**config.mk**
```make
export PLATFORM = sky130hd
export DESIGN_NAME = pis_palette
export DESIGN_NICKNAME = d
export VERILOG_FILES = /design/src/rtl/pis_pkg.sv /design/src/rtl/pis_palette.sv
export SDC_FILE = /design/constraint.sdc
export NUM_CORES = 1
export LEC_CHECK = 0
export BUFFER_PORTS_ARGS = -buffer_cell sky130_fd_sc_hd__buf_2
export CAP_MARGIN = 5
export CORE_MARGIN = 5
export CORE_UTILIZATION = 30
export CTS_CLUSTER_SIZE = 14
export DETAILED_ROUTE_END_ITERATION = 7
export GPL_ROUTABILITY_DRIVEN = 0
export GPL_TIMING_DRIVEN = 0
export SETUP_SLACK_MARGIN = 0.5
export SYNTH_ARGS = -nofsm -noshare
export SYNTH_HDL_FRONTEND = slang
export SYNTH_SLANG_ARGS = --single-unit
```
**constraint.sdc**
```tcl
create_clock -name i_clk -period 6.25 [get_ports i_clk]
set_input_delay 1.25 -clock i_clk [delete_from_list [all_inputs] [get_ports i_clk]]
set_output_delay 1.25 -clock i_clk [all_outputs]
set_load 0.01 [all_outputs]
```
**src/rtl/pis_pkg.sv**
```systemverilog
package pis_pkg;

    localparam int VALUE_W    = 32;
    localparam int INDEX_W    = 12;
    localparam int SLOT_W     = 4;
    localparam int S_TDATA_W  = 48;
    localparam int M_TDATA_W  = 40;

    typedef enum logic {
        FUNC_GET = 1'b0,
        FUNC_SET = 1'b1
    } t_func;

    typedef struct packed {
        logic scan;
        logic lookup;
    } t_pal_cmd;

    typedef struct packed {
        logic done;
        logic full;
    } t_pal_sts;

endpackage

```
**src/rtl/pis_palette.sv**
```systemverilog
module pis_palette
    import pis_pkg::*;
#(
    parameter int INDEX_BITS = 4
) (
    input  logic                  i_clk,
    input  logic                  i_rst_n,
    input  t_pal_cmd              i_cmd,
    input  logic [VALUE_W-1:0]    i_value,
    input  logic [INDEX_BITS-1:0] i_slot,
    output t_pal_sts              o_sts,
    output logic [INDEX_BITS-1:0] o_slot,
    output logic [VALUE_W-1:0]    o_data
);

    localparam int PAL_SIZE = 1 << INDEX_BITS;
    localparam int CW       = INDEX_BITS + 1;

    typedef enum logic [2:0] {
        P_IDLE = 3'b001,
        P_SCAN = 3'b010,
        P_READ = 3'b100
    } t_pstate;

    logic [VALUE_W-1:0]    r_mem [PAL_SIZE];
    logic [VALUE_W-1:0]    r_rd;
    logic [VALUE_W-1:0]    r_value;
    logic [VALUE_W-1:0]    n_value;
    t_pstate               r_state;
    t_pstate               n_state;
    logic [CW-1:0]         r_count;
    logic [CW-1:0]         n_count;
    logic [CW-1:0]         r_ptr;
    logic [CW-1:0]         n_ptr;
    logic                  r_pend;
    logic                  n_pend;
    logic [INDEX_BITS-1:0] r_cmp_idx;
    logic [INDEX_BITS-1:0] n_cmp_idx;

    logic                  hit;
    logic                  more;
    logic                  full;
    logic                  rd_en;
    logic [INDEX_BITS-1:0] rd_addr;
    logic                  wr_en;

    assign hit    = r_pend && (r_rd == r_value);
    assign more   = r_ptr < r_count;
    assign full   = r_count == CW'(PAL_SIZE);
    assign o_data = (r_count == '0) ? '0 : r_rd;

    always_comb begin
        n_state   = r_state;
        n_count   = r_count;
        n_ptr     = r_ptr;
        n_pend    = r_pend;
        n_cmp_idx = r_cmp_idx;
        n_value   = r_value;
        rd_en     = 1'b0;
        rd_addr   = i_slot;
        wr_en     = 1'b0;
        o_sts     = '0;
        o_slot    = '0;
        unique case (r_state)
            P_IDLE: begin
                if (i_cmd.scan) begin
                    n_state = P_SCAN;
                    n_ptr   = '0;
                    n_pend  = 1'b0;
                    n_value = i_value;
                end else if (i_cmd.lookup) begin
                    rd_en   = 1'b1;
                    n_state = P_READ;
                end
            end
            P_READ: begin
                o_sts.done = 1'b1;
                n_state    = P_IDLE;
            end
            P_SCAN: begin
                if (hit) begin
                    o_sts.done = 1'b1;
                    o_slot     = r_cmp_idx;
                    n_state    = P_IDLE;
                end else if (more) begin
                    rd_en     = 1'b1;
                    rd_addr   = r_ptr[INDEX_BITS-1:0];
                    n_cmp_idx = r_ptr[INDEX_BITS-1:0];
                    n_pend    = 1'b1;
                    n_ptr     = r_ptr + 1'b1;
                end else begin
                    o_sts.done = 1'b1;
                    n_state    = P_IDLE;
                    if (full) begin
                        o_sts.full = 1'b1;
                    end else begin
                        wr_en   = 1'b1;
                        o_slot  = r_count[INDEX_BITS-1:0];
                        n_count = r_count + 1'b1;
                    end
                end
            end
            default: begin
                n_state = P_IDLE;
            end
        endcase
    end

    always_ff @(posedge i_clk) begin
        if (!i_rst_n) begin
            r_state <= P_IDLE;
            r_count <= '0;
            r_ptr   <= '0;
            r_pend  <= 1'b0;
        end else begin
            r_state <= n_state;
            r_count <= n_count;
            r_ptr   <= n_ptr;
            r_pend  <= n_pend;
        end
    end

    always_ff @(posedge i_clk) begin
        r_cmp_idx <= n_cmp_idx;
        r_value   <= n_value;
    end

    always_ff @(posedge i_clk) begin
        if (wr_en) begin
            r_mem[r_count[INDEX_BITS-1:0]] <= r_value;
        end
        if (rd_en) begin
            r_rd <= r_mem[rd_addr];
        end
    end

endmodule

```
==> impl_metrics.tcl <==
set metrics [dict create \
    grt_remaining_overflow 0 \
    dpl.cell_count 2353 \
    hp-class "reg2reg" \
    fmax_mhz 185 \
    maxSlewViolCount 0 \
    rsz0062_at_grt "no" \
    fillers 7135 \
    peakVddDrop_mv 0.203 \
    multi_input_area_mm2 0.00498 \
    drtAntennaViolNets 0 \
    cp-end-kind "primary output" \
    core_area_mm2 0.0758 \
    yosysUniqueCellTypes 35 \
    start_kind "register" \
    wl_um 58600 \
    utilization_pct 35.4 \
    nets 1491 \
    synthCells 1280 \
    h-tree-depth 2 \
    ios 78 \
    pre_cts_ws_ns 0.925 \
    synth_warnings 0 \
    cp_max_fo 17 \
    crit_arrival_ns 4.16 \
    grt_pass1_wl_um 83600 \
    drt-initial-drc-count 1252 \
    p_comb_share_pct 4.4 \
    power_density_mw_per_mm2 305 \
    grt_max_degree 26 \
    drt-pass1-iter-count 5 \
    drc_errors 0 \
    whs_ns 0.469 \
    cts_tree "built" \
    ys_ff_latch 594 \
    fp.dieH_um 286 \
    cts-hold-fix-buffers 0 \
    cellInternalPower_mw 6.40 \
    switching_share_pct 21.7 \
    antenna_cells_inserted 0 \
    cts.sinks 594 \
    cts_made_buffers 60 \
    p_leak_nw 9.36 \
    clk_latency_ns 0.63 \
    finalCritPeriodShare_pct 86.6 \
    grt_pass1_vias 12200 \
    criticalPathCategory "reg2out" \
    synth_area_mm2 0.0229 \
    synth.yosys.seq_area_share_pct 77.2 \
    die_area_mm2 0.0821 \
    hpwl_um 38100 \
    cts_max_path_buffers 3 \
    placedInstanceArea_mm2 0.0250 \
    clkTransAtPathRegs_ns 0.06 \
    synth_area_per_cell_um2 17.9 \
    tightestPinTransition_ns 1.19 \
    status "completed" \
    track_usage_pct 13.9 \
    syn_nets 1329 \
    root_buffer "clkbuf_16" \
    switchingPower_mw 1.77 \
    rows 101 \
    stdcell_count 2462 \
    port-buffer-count 77 \
    die_w_um 286 \
    regArea_mm2 0.0177 \
    setup_ws_ns 0.839 \
    clockPowerShare_pct 40.4 \
    start_util_pct 30.2 \
    finalHoldViolCount 0 \
    antenna_found_initial 1 \
    finalCriticalPeriod_ns 5.41 \
    total_power_mw 8.17 \
    finalSetupViolCount 0 \
    final_area_mm2 0.0268 \
    pwr-share-seq_pct 55.3 \
    area_growth_pct 16.9 \
    slew_headroom_pct 20.8 \
    fin_worst_skew_ns 0.0189 \
    viasPerCell 4.93 \
    drive_above_1_share_pct 16.1 \
    num_vias 12100 \
    required_ns 5.00 \
    maxCapViolCount 0 \
    wl_per_cell_um 23.8 \
    finalSetupTns_ns 0 \
]
## area by class of cell
| cell class | instances | area share (%) |
|---|---|---|
| tap | 978 | 4.56 |
| inverter | 7 | 0.0980 |
| buffer | 61 | 1.02 |
| timing repair buffer | 100 | 3.08 |
| multi-input combinational | 618 | 18.6 |
| sequential | 594 | 66.0 |
| clock buffer | 65 | 5.67 |
| clock inverter | 39 | 0.975 |
## power groups by stage
| stage | Sequential, mW | Combinational (mW) | Clock, mW |
|---|---|---|---|
| after floorplan | 4.57 | 0.205 | 0 |
| after global placement | 4.60 | 0.335 | 0 |
| after detailed placement | 4.60 | 0.345 | 0 |
| after CTS | 4.52 | 0.347 | 3.35 |
| after global routing | 4.52 | 0.377 | 3.53 |
| final | 4.52 | 0.355 | 3.30 |
## worst paths after layout
| check | from | end | depth (start not counted) | slack [ns] |
|---|---|---|---|---|
| setup / recovery | r_value[0] | o_slot[0] | 11 | 0.84 |
| hold / removal | r_pend | r_pend | 2 | 0.47 |
| setup reg to reg | r_value[0] | r_rd[13] | 10 | 1.20 |
| hold reg to reg | r_pend | r_pend | 2 | 0.47 |
## worst max-delay path, stage by stage, from the launching register on
cell and delay (ns):
edfxtp_1 0.64, xor2_1 0.29, nor4_2 0.48, nand4_1 0.20
nor4_2 0.49, clkbuf_1 0.41, nor3_1 0.24, and2_1 0.19
clkbuf_1 0.22, nand2_1 0.17, nand2_1 0.06, buf_2 0.14
## routing by layer
layer / track usage, % / vias up / part of all wire, %
met3: 3.48 / 65 / 7.4
met1: 19.1 / 6220 / 44
met5: 0 / - / 0
li1: - / 5416 / -
met2: 22.7 / 440 / 47
met4: 2.52 / 0 / 1.4
## repair_timing
item | 4_1_cts | 5_1_grt
resized for setup | 0 | 4
endpoints found under the setup margin | 0 | 2
setup buffers | 0 | 5
## registers in the layout, indices dropped and copies added (netlist names)
register and count:
r_cmp_idx 4, r_count 5, r_state 3, r_rd 32, r_ptr 5, r_value 32, r_pend 1, r_mem 512
## kinds of logic after synthesis
group                    Yosys count  share of synthesized area, %
buffers and inverters             68                          1.31
AO/OA/AOI/OAI                    146                          3.98
AND/OR/NAND/NOR                  163                          4.12
flip-flops                       594                          77.2
adder cells (fa/ha/maj)            9                         0.491
multiplexers                     264                          11.5
XOR/XNOR                          36                          1.38
## cells in the mapped netlist
master / n / area [µm²]
a211oi_1: 2 / 15.0
a21o_1: 1 / 7.51
a21oi_1: 9 / 45.0
a22oi_1: 1 / 7.51
a41oi_1: 2 / 17.5
and2_1: 16 / 100
and3_1: 5 / 31.3
buf_1: 7 / 26.3
buf_2: 33 / 165
buf_4: 1 / 7.51
clkbuf_1: 20 / 75.1
dfxtp_1: 14 / 280
edfxtp_1: 580 / 17400
ha_1: 9 / 113
inv_1: 7 / 26.3
mux2_1: 1 / 11.3
mux2_2: 1 / 11.3
mux2i_1: 262 / 2620
nand2_1: 26 / 97.6
nand2b_1: 7 / 43.8
nand2b_2: 1 / 8.76
nand3_1: 6 / 30.0
nand3b_1: 2 / 15.0
nand4_1: 5 / 31.3
nor2_1: 17 / 63.8
nor2b_1: 32 / 200
nor3_1: 5 / 25.0
nor3b_1: 1 / 7.51
nor4_1: 8 / 50.1
o211a_1: 1 / 10.0
o21ai_0: 2 / 10.0
o22ai_1: 128 / 801
or4_1: 32 / 240
xnor2_1: 9 / 78.8
xor2_1: 27 / 236
## cells in the final DEF, fill, tap and decap left out, drive strengths merged, types with 2 or more instances in the layout
cell type / n
edfxtp: 580
mux2i: 262
buf: 141
o22ai: 128
clkbuf: 85
or4: 32
nor2b: 32
clkinv: 32
xor2: 27
nand2: 26
nor2: 17
and2: 16
dfxtp: 14
inv: 10
xnor2: 9
a21oi: 9
ha: 9
nand2b: 8
nor4: 8
nand3: 6
nand4: 5
nor3: 5
and3: 5
o21ai: 2
a211oi: 2
nand3b: 2
a41oi: 2
clkinvlp: 2
bufinv: 2
mux2: 2
Note: power is estimated with default switching activity, not from simulation.
